==> src/assert_macros.svh <==
// ----------------------------------------------------------------------------
// assert_macros.svh
// Assertion macros shared by the flow learning table RTL.
// ----------------------------------------------------------------------------
`ifndef ASSERT_MACROS_SVH
`define ASSERT_MACROS_SVH

// Check on every rising clk edge outside of reset.
`define FLT_ASSERT(lbl, prop, msg) \
  lbl: assert property (@(posedge clk) disable iff (rst) prop) else $error(msg);

// Check on every rising clk edge, reset included.
`define FLT_ASSERT_ALWAYS(lbl, prop, msg) \
  lbl: assert property (@(posedge clk) prop) else $error(msg);

`endif

==> src/flt_pkg.sv <==
// ----------------------------------------------------------------------------
// flt_pkg
// Types and constants of the flow learning table.
// ----------------------------------------------------------------------------
package flt_pkg;

  localparam int TABLE_ENTRIES_DEF = 256;
  localparam int INST_W            = 9;
  localparam int IDX_W             = 8;

  localparam logic [INST_W-1:0] INST_ONE = INST_W'(1);

  localparam logic OP_LEARN = 1'b0;
  localparam logic OP_READ  = 1'b1;

  typedef enum logic [1:0] {
    STATUS_KNOWN = 2'd0,
    STATUS_ADDED = 2'd1,
    STATUS_FULL  = 2'd2,
    STATUS_READ  = 2'd3
  } status_t;

  typedef enum logic [1:0] {
    ST_IDLE,
    ST_SCAN,
    ST_READ,
    ST_READ_DATA
  } state_t;

  typedef struct packed {
    logic             opcode;
    logic [31:0]      src_ip;
    logic [7:0]       protocol;
    logic [15:0]      src_port;
    logic [IDX_W-1:0] entry_index;
  } req_t;

  typedef struct packed {
    status_t           status;
    logic [INST_W-1:0] instance_res;
    logic              entry_valid;
    logic [31:0]       entry_address;
    logic [7:0]        entry_protocol;
    logic [15:0]       entry_port;
    logic              first_of_address;
    logic              any_learned;
  } rsp_t;

  typedef struct packed {
    logic [31:0]       address;
    logic [7:0]        protocol;
    logic [15:0]       port;
    logic [INST_W-1:0] inst;
  } entry_t;

  typedef struct packed {
    logic load;
    logic scan;
    logic rd_issue;
    logic fin_known;
    logic fin_learn;
    logic fin_read;
  } cmd_t;

  typedef struct packed {
    logic new_read;
    logic hit;
    logic scan_end;
  } sts_t;

endpackage

==> src/flt_ctrl.sv <==
// ----------------------------------------------------------------------------
// flt_ctrl
// Sequencer of the flow learning table: accept, scan, read and finish.
// ----------------------------------------------------------------------------
`include "assert_macros.svh"

module flt_ctrl (
  input  logic          clk,
  input  logic          rst,
  input  logic          start,
  input  flt_pkg::sts_t sts,
  output logic          busy,
  output flt_pkg::cmd_t cmd
);

  flt_pkg::state_t state;
  flt_pkg::state_t state_next;
  logic [2:0]      fin_set;

  always_ff @(posedge clk) begin
    if (rst) begin
      state <= flt_pkg::ST_IDLE;
    end else begin
      state <= state_next;
    end
  end

  always_comb begin
    state_next = state;
    unique case (state)
      flt_pkg::ST_IDLE: begin
        if (start) begin
          state_next = sts.new_read ? flt_pkg::ST_READ : flt_pkg::ST_SCAN;
        end
      end
      flt_pkg::ST_SCAN: begin
        if (sts.hit || sts.scan_end) begin
          state_next = flt_pkg::ST_IDLE;
        end
      end
      flt_pkg::ST_READ:      state_next = flt_pkg::ST_READ_DATA;
      flt_pkg::ST_READ_DATA: state_next = flt_pkg::ST_IDLE;
      default:               state_next = flt_pkg::ST_IDLE;
    endcase
  end

  always_comb begin
    cmd  = '0;
    busy = 1'b1;
    unique case (state)
      flt_pkg::ST_IDLE: begin
        busy     = 1'b0;
        cmd.load = start;
      end
      flt_pkg::ST_SCAN: begin
        cmd.scan      = 1'b1;
        cmd.fin_known = sts.hit;
        cmd.fin_learn = !sts.hit && sts.scan_end;
      end
      flt_pkg::ST_READ: begin
        cmd.rd_issue = 1'b1;
      end
      flt_pkg::ST_READ_DATA: begin
        cmd.fin_read = 1'b1;
      end
      default: begin
        busy = 1'b1;
      end
    endcase
  end

  assign fin_set = {cmd.fin_known, cmd.fin_learn, cmd.fin_read};

  `FLT_ASSERT_ALWAYS(a_one_finish, $onehot0(fin_set), "two finishes at once")
  `FLT_ASSERT(a_load_busy, cmd.load |=> busy, "request accepted but controller idle")

endmodule

==> config.mk <==
export PLATFORM = sky130hd
export DESIGN_NAME = flt_ctrl
export DESIGN_NICKNAME = d
export VERILOG_FILES = /design/src/flt_pkg.sv /design/src/flt_ctrl.sv
export VERILOG_INCLUDE_DIRS = /design/src /design/src/src
export SDC_FILE = /design/constraint.sdc
export NUM_CORES = 1
export LEC_CHECK = 0
export BUFFER_PORTS_ARGS = -buffer_cell sky130_fd_sc_hd__buf_2
export CELL_PAD_IN_SITES_DETAIL_PLACEMENT = 0
export CELL_PAD_IN_SITES_GLOBAL_PLACEMENT = 1
export CORE_AREA = 3 3 40 42
export CTS_CLUSTER_DIAMETER = 120
export DETAILED_ROUTE_END_ITERATION = 8
export DIE_AREA = 0 0 43 45
export GPL_ROUTABILITY_DRIVEN = 0
export GPL_TIMING_DRIVEN = 0
export PLACE_DENSITY_LB_ADDON = 0.1
export SETUP_SLACK_MARGIN = 0.15
export SLEW_MARGIN = 20
export SYNTH_ARGS = -nofsm -noshare
export SYNTH_HDL_FRONTEND = slang
export SYNTH_SLANG_ARGS = --single-unit
==> constraint.sdc <==
create_clock -name clk -period 1.9 [get_ports clk]
set_input_delay 0.38 -clock clk [delete_from_list [all_inputs] [get_ports clk]]
set_output_delay 0.38 -clock clk [all_outputs]
set_load 0.005 [all_outputs]
# After elaboration in Yosys (flattened, before gate mapping)
# Index checks and enable logic that the tools add are counted.
# Widths: inputs -> output; s select.
# word_totals
word_cells	21
latchBits	0
memories	0
ram_bits	0
romBits	0
output_inout_bits	7
regBits	2
inputBits	6
# op_classes
div_mod_pow	0
n_lt_le_gt_ge	0
mux	10
n_bitwise	0
n_shift	0
n_addsub	0
reduce_logical	5
eq_ne	5
n_mul	0
# ops
cell	count
$mux 2	4
$pmux 2 s4	1
$mux 1	5
$eq 2x2->1 const B	2
$ne 2x2->1 const B	2
$eq 2x1->1 const B	1
$logic_not 2->1	1
$reduce_and 2->1	1
$logic_and 1x1->1	1
$logic_not 1->1	1
$logic_or 1x1->1	1

# Logic depth before layout (Yosys ltp)
# Gate-level depths: netlist of the first run.
# logic_depth
ltp_word	3
depth_mapped	2
ltp_nobuf	2

# Worst setup path after synthesis of the first run
# OpenSTA, ideal clock, no wires.
# synth_timing
path_type	register -> output
startpoint	register state[1]
endpoint	output port cmd[1] (netlist bit)
path_slack_ps	793
t_required_ps	1520
n_path_buf	0
path_stages_with_launch	3
arrival_ps	727
cell_sequence	dfxtp_1 and2b_1 and3b_1
# synth_lines
element	line	text
start: declaration	flt_ctrl.sv:16	flt_pkg::state_t state;
start signal: assignment	flt_ctrl.sv:22	state <= flt_pkg::ST_IDLE;
start signal: assignment	flt_ctrl.sv:24	state <= state_next;
end: declaration	flt_ctrl.sv:13	output flt_pkg::cmd_t cmd

==> out/summary.txt, run 1 <==
result of the run: finished clean
post-detailed-route DRC marker count: 0
vias per std cell: 3.58
Critical Path Source Type: flop
Largest regs: state (2)
total gr overflow: 0
CTS tree: yes
areal power density over the cells: 802 nW/um2
synthesized area per cell: 8.42 um2
number of distinct standard cells referenced by the synthesized netlist: 12
period utilisation layout: 77.8%
global-route wire length before repair: 634 um
worst path setup slack after routing: 0.423 ns
worst hold-check slack: 0.333 ns
critical path fanouts, max: 6
fraction of layout instances using a drive strength above 1: 53.3%
synthesis-stage register bit count: 2
final count of negative-setup-slack endpoints: 0
violation count after the first detailed-route iteration: 0
met1 track demand over resource: 4.32%
most frequent cells in the layout: buf_2, and2_1, clkbuf_4
height of the die: 45 um
M3 GR Usage: 3.59%
CTS H-tree lvls: 1
number of hold violations in the final report: 0
slack of the worst reg-to-reg path: 0.83 ns
setup TNS after final layout: 0 ns
Biggest register: state
I/O pin count: 13
most frequent standard cell in the layout excluding fill and tap cells: buf_2
total track usage: 4.99%
Slew HR: 85.1%
hold-fix buffer count after cts: 0
synthesized instance count: 15
via count of the first global-routing pass: 157
remaining antenna violation count: 0
DRT Wirelength: 409 um
synthesized cell area: 126 um2
Min-Delay Path Class: input pin to flop
flip-flop count of the largest register, all copies and words added: 2
Die Footprint: 1940 um2
Least-Margin Pin Slew: 0.223 ns
total clock buffers created by CTS: 3
largest net degree at the start of global routing: 7
Setup Slack @ Placement: 0.628 ns
Required @ worst endpoint: 1.52 ns
first drt pass iteration count: 1
Post-Layout Inst Area: 228 um2
starting density of the core: 9.83%
minimum clock period: 1.48 ns
number of nets in the synthesized netlist: 21
CTS root buf: clkbuf_4
detailed placer's ending HPWL: 312 um
# nets final: 38
buffer levels on the longest clock path: 2
total number of placement rows: 13
vias: 161
met2 Use GR: 6.29%
worst-skew pair later-pin latency: 0.22 ns
footprint of the multi-input gates: 82.6 um2
sequential element share of the synthesized area: 31.7%
final setup skew: 0.00232 ns
area of the core: 1280 um2
Crit. End Element: output pin
final routed wire length divided by cell count: 9.09 um
Antenna diodes: 0
area used by sequential logic in the layout: 40.0 um2
fin. max-slew vios: 0
setup repair after global routing missed its margin: no
leakage power of the design: 0.128 nW
standard cell area after detailed placement: 205 um2
total number of yosys warnings: 0
clock sink count: 2
signed area change from the synthesized netlist to the final layout: 80.2%
cells resized by post-CTS repair: 0
antenna violations before repair: 0
Critical Setup Path Class: flop to output pin
Post-CTS Setup Inserts: 0
Port Buffers: 12
Max Cap Violations: 0
most crowded layer after global routing: met4
register clock-pin slew on the reported worst setup and hold paths: 0.03 ns
fill cell total of the finished layout: 148
horizontal die dimension: 43 um
signal arrival time at the worst endpoint: 1.10 ns
achievable clock frequency: 677 MHz
worst ir drop on vdd: 192 uV
## cell type report
type | count | share of cell area (%)
Tap cell | 15 | 8.24
Timing Repair Buffer | 12 | 26.4
Sequential cell | 2 | 17.6
Clock buffer | 3 | 9.89
Multi-Input combinational cell | 12 | 36.3
Inverter | 1 | 1.65
## metrics by stage
step           utilization (%)  total power, mW  std cells
6_report                  17.7            0.183         45
5_1_grt                   17.7            0.201         45
4_1_cts                   17.7            0.193         45
3_5_place_dp              16.0           0.0919         42
3_3_place_gp              16.0           0.0915         42
2_1_floorplan                -           0.0701         15
## path summary, 6_finish.rpt
kind / from / endpoint / cells past startpoint
setup / recovery: state[1] / cmd[1] / 3
hold / removal: rst / state[0] / 2
setup reg to reg: state[1] / state[0] / 2
hold reg to reg: state[0] / state[1] / 1
## power breakdown
group | total (mW) | internal [mW] | leakage, nW | switching (mW)
registers | 0.0517 | 0.0463 | 0.0165 | 0.00543
clock network | 0.0934 | 0.0696 | 0.0138 | 0.0237
logic | 0.0376 | 0.0212 | 0.0976 | 0.0164
total | 0.183 | 0.137 | 0.128 | 0.0455
## worst max-delay path: stages (launching register included)
cell and delay, ns:
dfxtp_1 0.38, and2b_1 0.22, and3b_1 0.16, buf_2 0.12
## cells in the mapped netlist (all sizes together)
cell type  count  area share [%]
dfxtp          2              32
or3            1             5.0
nor2           1             3.0
and2           3              15
inv            1             3.0
and3b          1             6.9
and2b          1             5.9
nand2b         1             5.0
a221oi         1              12
a21oi          1             4.0
nor2b          1             5.0
nor3           1             4.0
## logic make-up (layout without fill, tap and decap cells)
family	after synthesis	in the layout	share of synthesized area, %
AOI/OAI and AO/OA	2	2	15.8
and+or+nand+nor	10	10	49.5
buffers and inverters	1	16	2.97
DFF	2	2	31.7
## per-layer routing
| layer | part of all wire [%] | up-vias | wire (um) |
|---|---|---|---|
| met5 | 0 | - | 0 |
| met4 | 0 | 0 | 0 |
| met3 | 14 | 0 | 58 |
| met2 | 47 | 9 | 193 |
| met1 | 38 | 70 | 156 |
| li1 | - | 82 | - |
(Power assumes the default switching activity.)
==> inputs of run 2 (changes only) <==
==> constraint.sdc (replaced) <==
create_clock -name clk -period 1.5 [get_ports clk]
set_input_delay 0.3 -clock clk [delete_from_list [all_inputs] [get_ports clk]]
set_output_delay 0.3 -clock clk [all_outputs]
set_load 0.005 [all_outputs]
==> run 2 against run 1 <==
- power is 30% higher
- clock power is 26% higher
- first-iteration DRC count stayed put
- critical path type unchanged
- design area is 6.6% higher
- setup slack worse by 0.27 ns
- critical endpoint unchanged
- combinational power is 39% higher
- highest routed layer unchanged
==> out/summary.txt, run 2 (synthesized netlist as in run 1, its figures left out) <==
Post-Layout Inst Area: 243 um2
M3 GR Usage: 3.59%
number of hold violations in the final report: 0
Min-Delay Path Class: input pin to flop
I/O pin count: 13
depth of the most critical reg-to-reg path: 2
total track usage: 4.98%
CTS H-tree lvls: 1
via count of the first global-routing pass: 158
antenna violations before repair: 0
last element of the critical path: cmd[1]
Port Buffers: 12
met2 Use GR: 6.29%
net switching power figure: 58.8 uW
net switching share of the total power: 24.8%
internal power: 178 uW
area of the core: 1280 um2
instance count on the critical path: 3
final routed wire length divided by cell count: 8.80 um
DRT Wirelength: 405 um
horizontal die dimension: 43 um
Largest regs: state (2)
CTS tree: yes
setup TNS after final layout: 0 ns
post-detailed-route DRC marker count: 0
clock sink count: 2
detailed placer's ending HPWL: 312 um
Slew HR: 88.8%
most frequent standard cell in the layout excluding fill and tap cells: buf_2
vias per std cell: 3.54
fraction of layout instances using a drive strength above 1: 64.5%
slack of the worst reg-to-reg path: 0.42 ns
result of the run: finished clean
remaining antenna violation count: 0
most crowded layer after global routing: met4
signal arrival time at the worst endpoint: 1.05 ns
period utilisation layout: 89.9%
largest net degree at the start of global routing: 7
worst hold-check slack: 0.245 ns
startpoint of the most critical register-to-register path: state[1]
total gr overflow: 0
fin. max-slew vios: 0
Required @ worst endpoint: 1.20 ns
Biggest register: state
buffer levels on the longest clock path: 2
power share of the clock group: 49.8%
family with the most delay on the worst path: flip-flops
signed area change from the synthesized netlist to the final layout: 92.1%
library cell contributing the largest single delay on the critical path: dfxtp_4
Critical Path Source Type: flop
standard cell area after detailed placement: 205 um2
hold-fix buffer count after cts: 0
worst ir drop on vdd: 259 uV
Max Cap Violations: 0
worst-skew pair later-pin latency: 0.22 ns
total number of placement rows: 13
slowest stage delay, CP: 0.36 ns
total clock buffers created by CTS: 3
vias: 163
Crit. End Element: output pin
# nets final: 39
critical path fanouts, max: 6
setup repair after global routing missed its margin: yes
Die Footprint: 1940 um2
Antenna diodes: 0
Worst R2R End: state[0]
starting density of the core: 9.83%
first drt pass iteration count: 1
achievable clock frequency: 741 MHz
cells along the critical path: and2b_1 -> and3b_1 -> buf_2
final setup skew: 0.00257 ns
leakage power of the design: 0.135 nW
height of the die: 45 um
share of power burned in combinational logic: 22.0%
minimum clock period: 1.35 ns
met1 track demand over resource: 4.31%
Least-Margin Pin Slew: 0.168 ns
post-route total power: 237 uW
share of total power in sequential cells: 28.2%
count of buffering cells on the critical path with inverters included: 1
violation count after the first detailed-route iteration: 0
global-route wire length before repair: 634 um
Critical Setup Path Class: flop to output pin
register clock-pin slew on the reported worst setup and hold paths: 0.03 ns
most frequent cells in the layout: buf_2, and2_1, clkbuf_4
Worst Setup SP: state[1]
CTS root buf: clkbuf_4
areal power density over the cells: 976 nW/um2
final count of negative-setup-slack endpoints: 0
flip-flop count of the largest register, all copies and words added: 2
## run 2: changes by cell type in the layout (fill, tap and decap cells not counted), sizes merged
cell and change:
buf +1
## run 2: worst min-delay path by stage
stage / from / to / depth (start not counted)
final: rst / state[0] / 2
after global routing: rst / state[0] / 2
after CTS: rst / state[0] / 2
after detailed placement: rst / state[0] / 2
after global placement: rst / state[0] / 2
after floorplan: rst / state[0] / 1
## run 2: per-stage QoR
step,utilization (%),std cells,setup slack [ns]
detailed placement,16.0,42,0.308
finish,18.9,46,0.151
CTS,18.7,46,0.133
global route,18.9,46,0.101
global placement,16.0,42,0.328
floorplan,-,15,0.473
## run 2: area by class of cell
| class | instances | area, um2 |
|---|---|---|
| fill | 146 | 1040 |
| clock buffer | 3 | 22.5 |
| sequential | 2 | 45.0 |
| tap | 15 | 18.8 |
| timing repair buffer | 13 | 67.6 |
| inverter | 1 | 3.75 |
| multi-input combinational | 12 | 85.1 |
## run 2: what timing repair did
action	CTS	global route
resized for setup	3	1
setup endpoints to repair	3	3
buffers inserted	1	0
## run 2: routing by layer
metal	vias to the layer above	wire, um
met2	9	197
li1	85	-
met5	-	0
met3	0	54
met1	69	153
met4	0	0
## run 2: worst reg2reg max path: cells and delay by family, from the launching register on
family           cells  cell delay, ns
flip-flops           1            0.35
AND/OR/NAND/NOR      1            0.39
AO/OA/AOI/OAI        1            0.26
## run 2: power groups by stage
stage                     sequential [mW]  clock [mW]  combinational, mW
final                              0.0668       0.118             0.0522
after global routing               0.0680       0.136             0.0581
after CTS                          0.0667       0.129             0.0532
after detailed placement           0.0670           0             0.0494
after global placement             0.0667           0             0.0492
after floorplan                    0.0643           0             0.0245
==> inputs of run 3 (changes only) <==
--- a/config.mk
+++ b/config.mk
@@ -6,9 +6,11 @@
 export SDC_FILE = /design/constraint.sdc
 export NUM_CORES = 1
 export LEC_CHECK = 0
+export ABC_CLOCK_PERIOD_IN_PS = 1500
 export BUFFER_PORTS_ARGS = -buffer_cell sky130_fd_sc_hd__buf_2
-export CELL_PAD_IN_SITES_DETAIL_PLACEMENT = 0
-export CELL_PAD_IN_SITES_GLOBAL_PLACEMENT = 1
+export CAP_MARGIN = 30
+export CELL_PAD_IN_SITES_DETAIL_PLACEMENT = 2
+export CELL_PAD_IN_SITES_GLOBAL_PLACEMENT = 2
 export CORE_AREA = 3 3 40 42
 export CTS_CLUSTER_DIAMETER = 120
 export DETAILED_ROUTE_END_ITERATION = 8
==> run 3 against run 2 <==
- global-route usage grew 0.42 points
- maximum frequency grew 0.71%
- hold slack gained 0.0092 ns
- die area is the same
- sequential power is essentially flat
- highest routed layer unchanged
- core utilization is the same
- routed wire length grew 15%
- non-clock buffer count is the same
- clock power is essentially flat
==> out/summary.txt, run 3 (synthesized netlist as in run 1, its figures left out) <==
CTS H-tree lvls: 1
DRT Wirelength: 467 um
CTS tree: yes
post-placement cell count: 42
result of the run: finished clean
final setup skew: 0.00219 ns
most frequent cells in the layout: buf_2, and2_1, clkbuf_4
flip-flop count of the largest register, all copies and words added: 2
setup repair after global routing missed its margin: yes
setup TNS after final layout: 0 ns
Crit. End Element: output pin
total track usage: 5.40%
Least-Margin Pin Slew: 0.190 ns
clock sink count: 2
fill cell total of the finished layout: 164
total clock buffers created by CTS: 3
final routed wire length divided by cell count: 10.2 um
achievable clock frequency: 746 MHz
Critical Path Source Type: flop
register clock-pin slew on the reported worst setup and hold paths: 0.03 ns
Antenna diodes: 0
final count of negative-setup-slack endpoints: 0
global-route wire length before repair: 772 um
CTS root buf: clkbuf_4
antenna violations before repair: 0
number of hold violations in the final report: 0
height of the die: 45 um
Required @ worst endpoint: 1.20 ns
total number of placement rows: 13
vias per std cell: 3.78
slack of the worst reg-to-reg path: 0.27 ns
areal power density over the cells: 973 nW/um2
buffer levels on the longest clock path: 2
most frequent standard cell in the layout excluding fill and tap cells: buf_2
via count of the first global-routing pass: 182
# nets final: 39
Min-Delay Path Class: input pin to flop
remaining antenna violation count: 0
depth of the most critical reg-to-reg path: 3
fraction of layout instances using a drive strength above 1: 64.5%
signed area change from the synthesized netlist to the final layout: 92.1%
area used by sequential logic in the layout: 45.0 um2
worst hold-check slack: 0.254 ns
violation count after the first detailed-route iteration: 3
number of cells in the finished layout apart from fillers: 46
detailed placer's ending HPWL: 364 um
Biggest register: state
Critical Setup Path Class: flop to output pin
critical path fanouts, max: 4
Max Cap Violations: 0
worst path setup slack after routing: 0.160 ns
Setup Slack @ Placement: 0.313 ns
minimum clock period: 1.34 ns
starting density of the core: 9.83%
area of the core: 1280 um2
leakage power of the design: 0.135 nW
Worst Setup SP: state[1]
vias: 174
signal arrival time at the worst endpoint: 1.04 ns
Die Footprint: 1940 um2
last element of the critical path: cmd[1]
Port Buffers: 12
startpoint of the most critical register-to-register path: state[1]
total gr overflow: 0
Worst R2R End: state[0]
period utilisation layout: 89.3%
share of the core filled with cells in the final layout: 18.9%
largest net degree at the start of global routing: 7
worst-skew pair later-pin latency: 0.22 ns
Slew HR: 87.3%
Largest regs: state (2)
footprint of the multi-input gates: 85.1 um2
fin. max-slew vios: 0
I/O pin count: 13
first drt pass iteration count: 2
worst ir drop on vdd: 225 uV
post-detailed-route DRC marker count: 0
horizontal die dimension: 43 um
==> run 3: worst max-delay path, cell delays in order (launching register included) <==
cell and delay, ns:
dfxtp_4 0.35, and2b_1 0.19, and3b_1 0.16, buf_2 0.12
==> run 3: what timing repair did <==
item,in CTS,in global routing
gates cloned,0,0
endpoints found under the setup margin,3,3
pin swaps,0,0
resized for setup,3,1
setup buffers,1,0
hold buffers,0,0
==> run 3: worst min path at each step <==
stage / cells after the start / from / to
CTS: 2 / rst / state[0]
finish: 2 / rst / state[0]
global placement: 2 / rst / state[0]
global route: 2 / rst / state[0]
floorplan: 1 / rst / state[0]
detailed placement: 2 / rst / state[0]
==> run 3: cell type report <==
class                   count  area share (%)
well taps                  15            7.73
repair buffers             13            27.8
inverters                   1            1.55
flip-flops and latches      2            18.6
clock buffers               3            9.28
multi-input cells          12            35.1
==> run 3: routing by layer <==
layer  part of all wire, %  GRT usage (%)  vias up  wire length (um)
met5                     0              0        -                 0
met1                    42           6.24       79               195
met4                     0           1.81        0                 0
met3                    14           3.19        0                66
met2                    44           8.38       11               205
li1                      -              -       84                 -
==> run 3: metrics by stage <==
| step | cell area (um2) | power [mW] |
|---|---|---|
| 2_1_floorplan | 126 | 0.0888 |
| 3_3_place_gp | 205 | 0.116 |
| 3_5_place_dp | 205 | 0.117 |
| 4_1_cts | 240 | 0.247 |
| 5_1_grt | 243 | 0.261 |
| 6_report | 243 | 0.236 |
==> run 3: power breakdown <==
group / total (mW) / switching, mW / leakage [nW] / internal [mW]
Combinational: 0.0530 / 0.0230 / 0.103 / 0.0300
Clock: 0.117 / 0.0285 / 0.0138 / 0.0881
Sequential: 0.0667 / 0.00767 / 0.0175 / 0.0590
Total: 0.236 / 0.0591 / 0.135 / 0.177
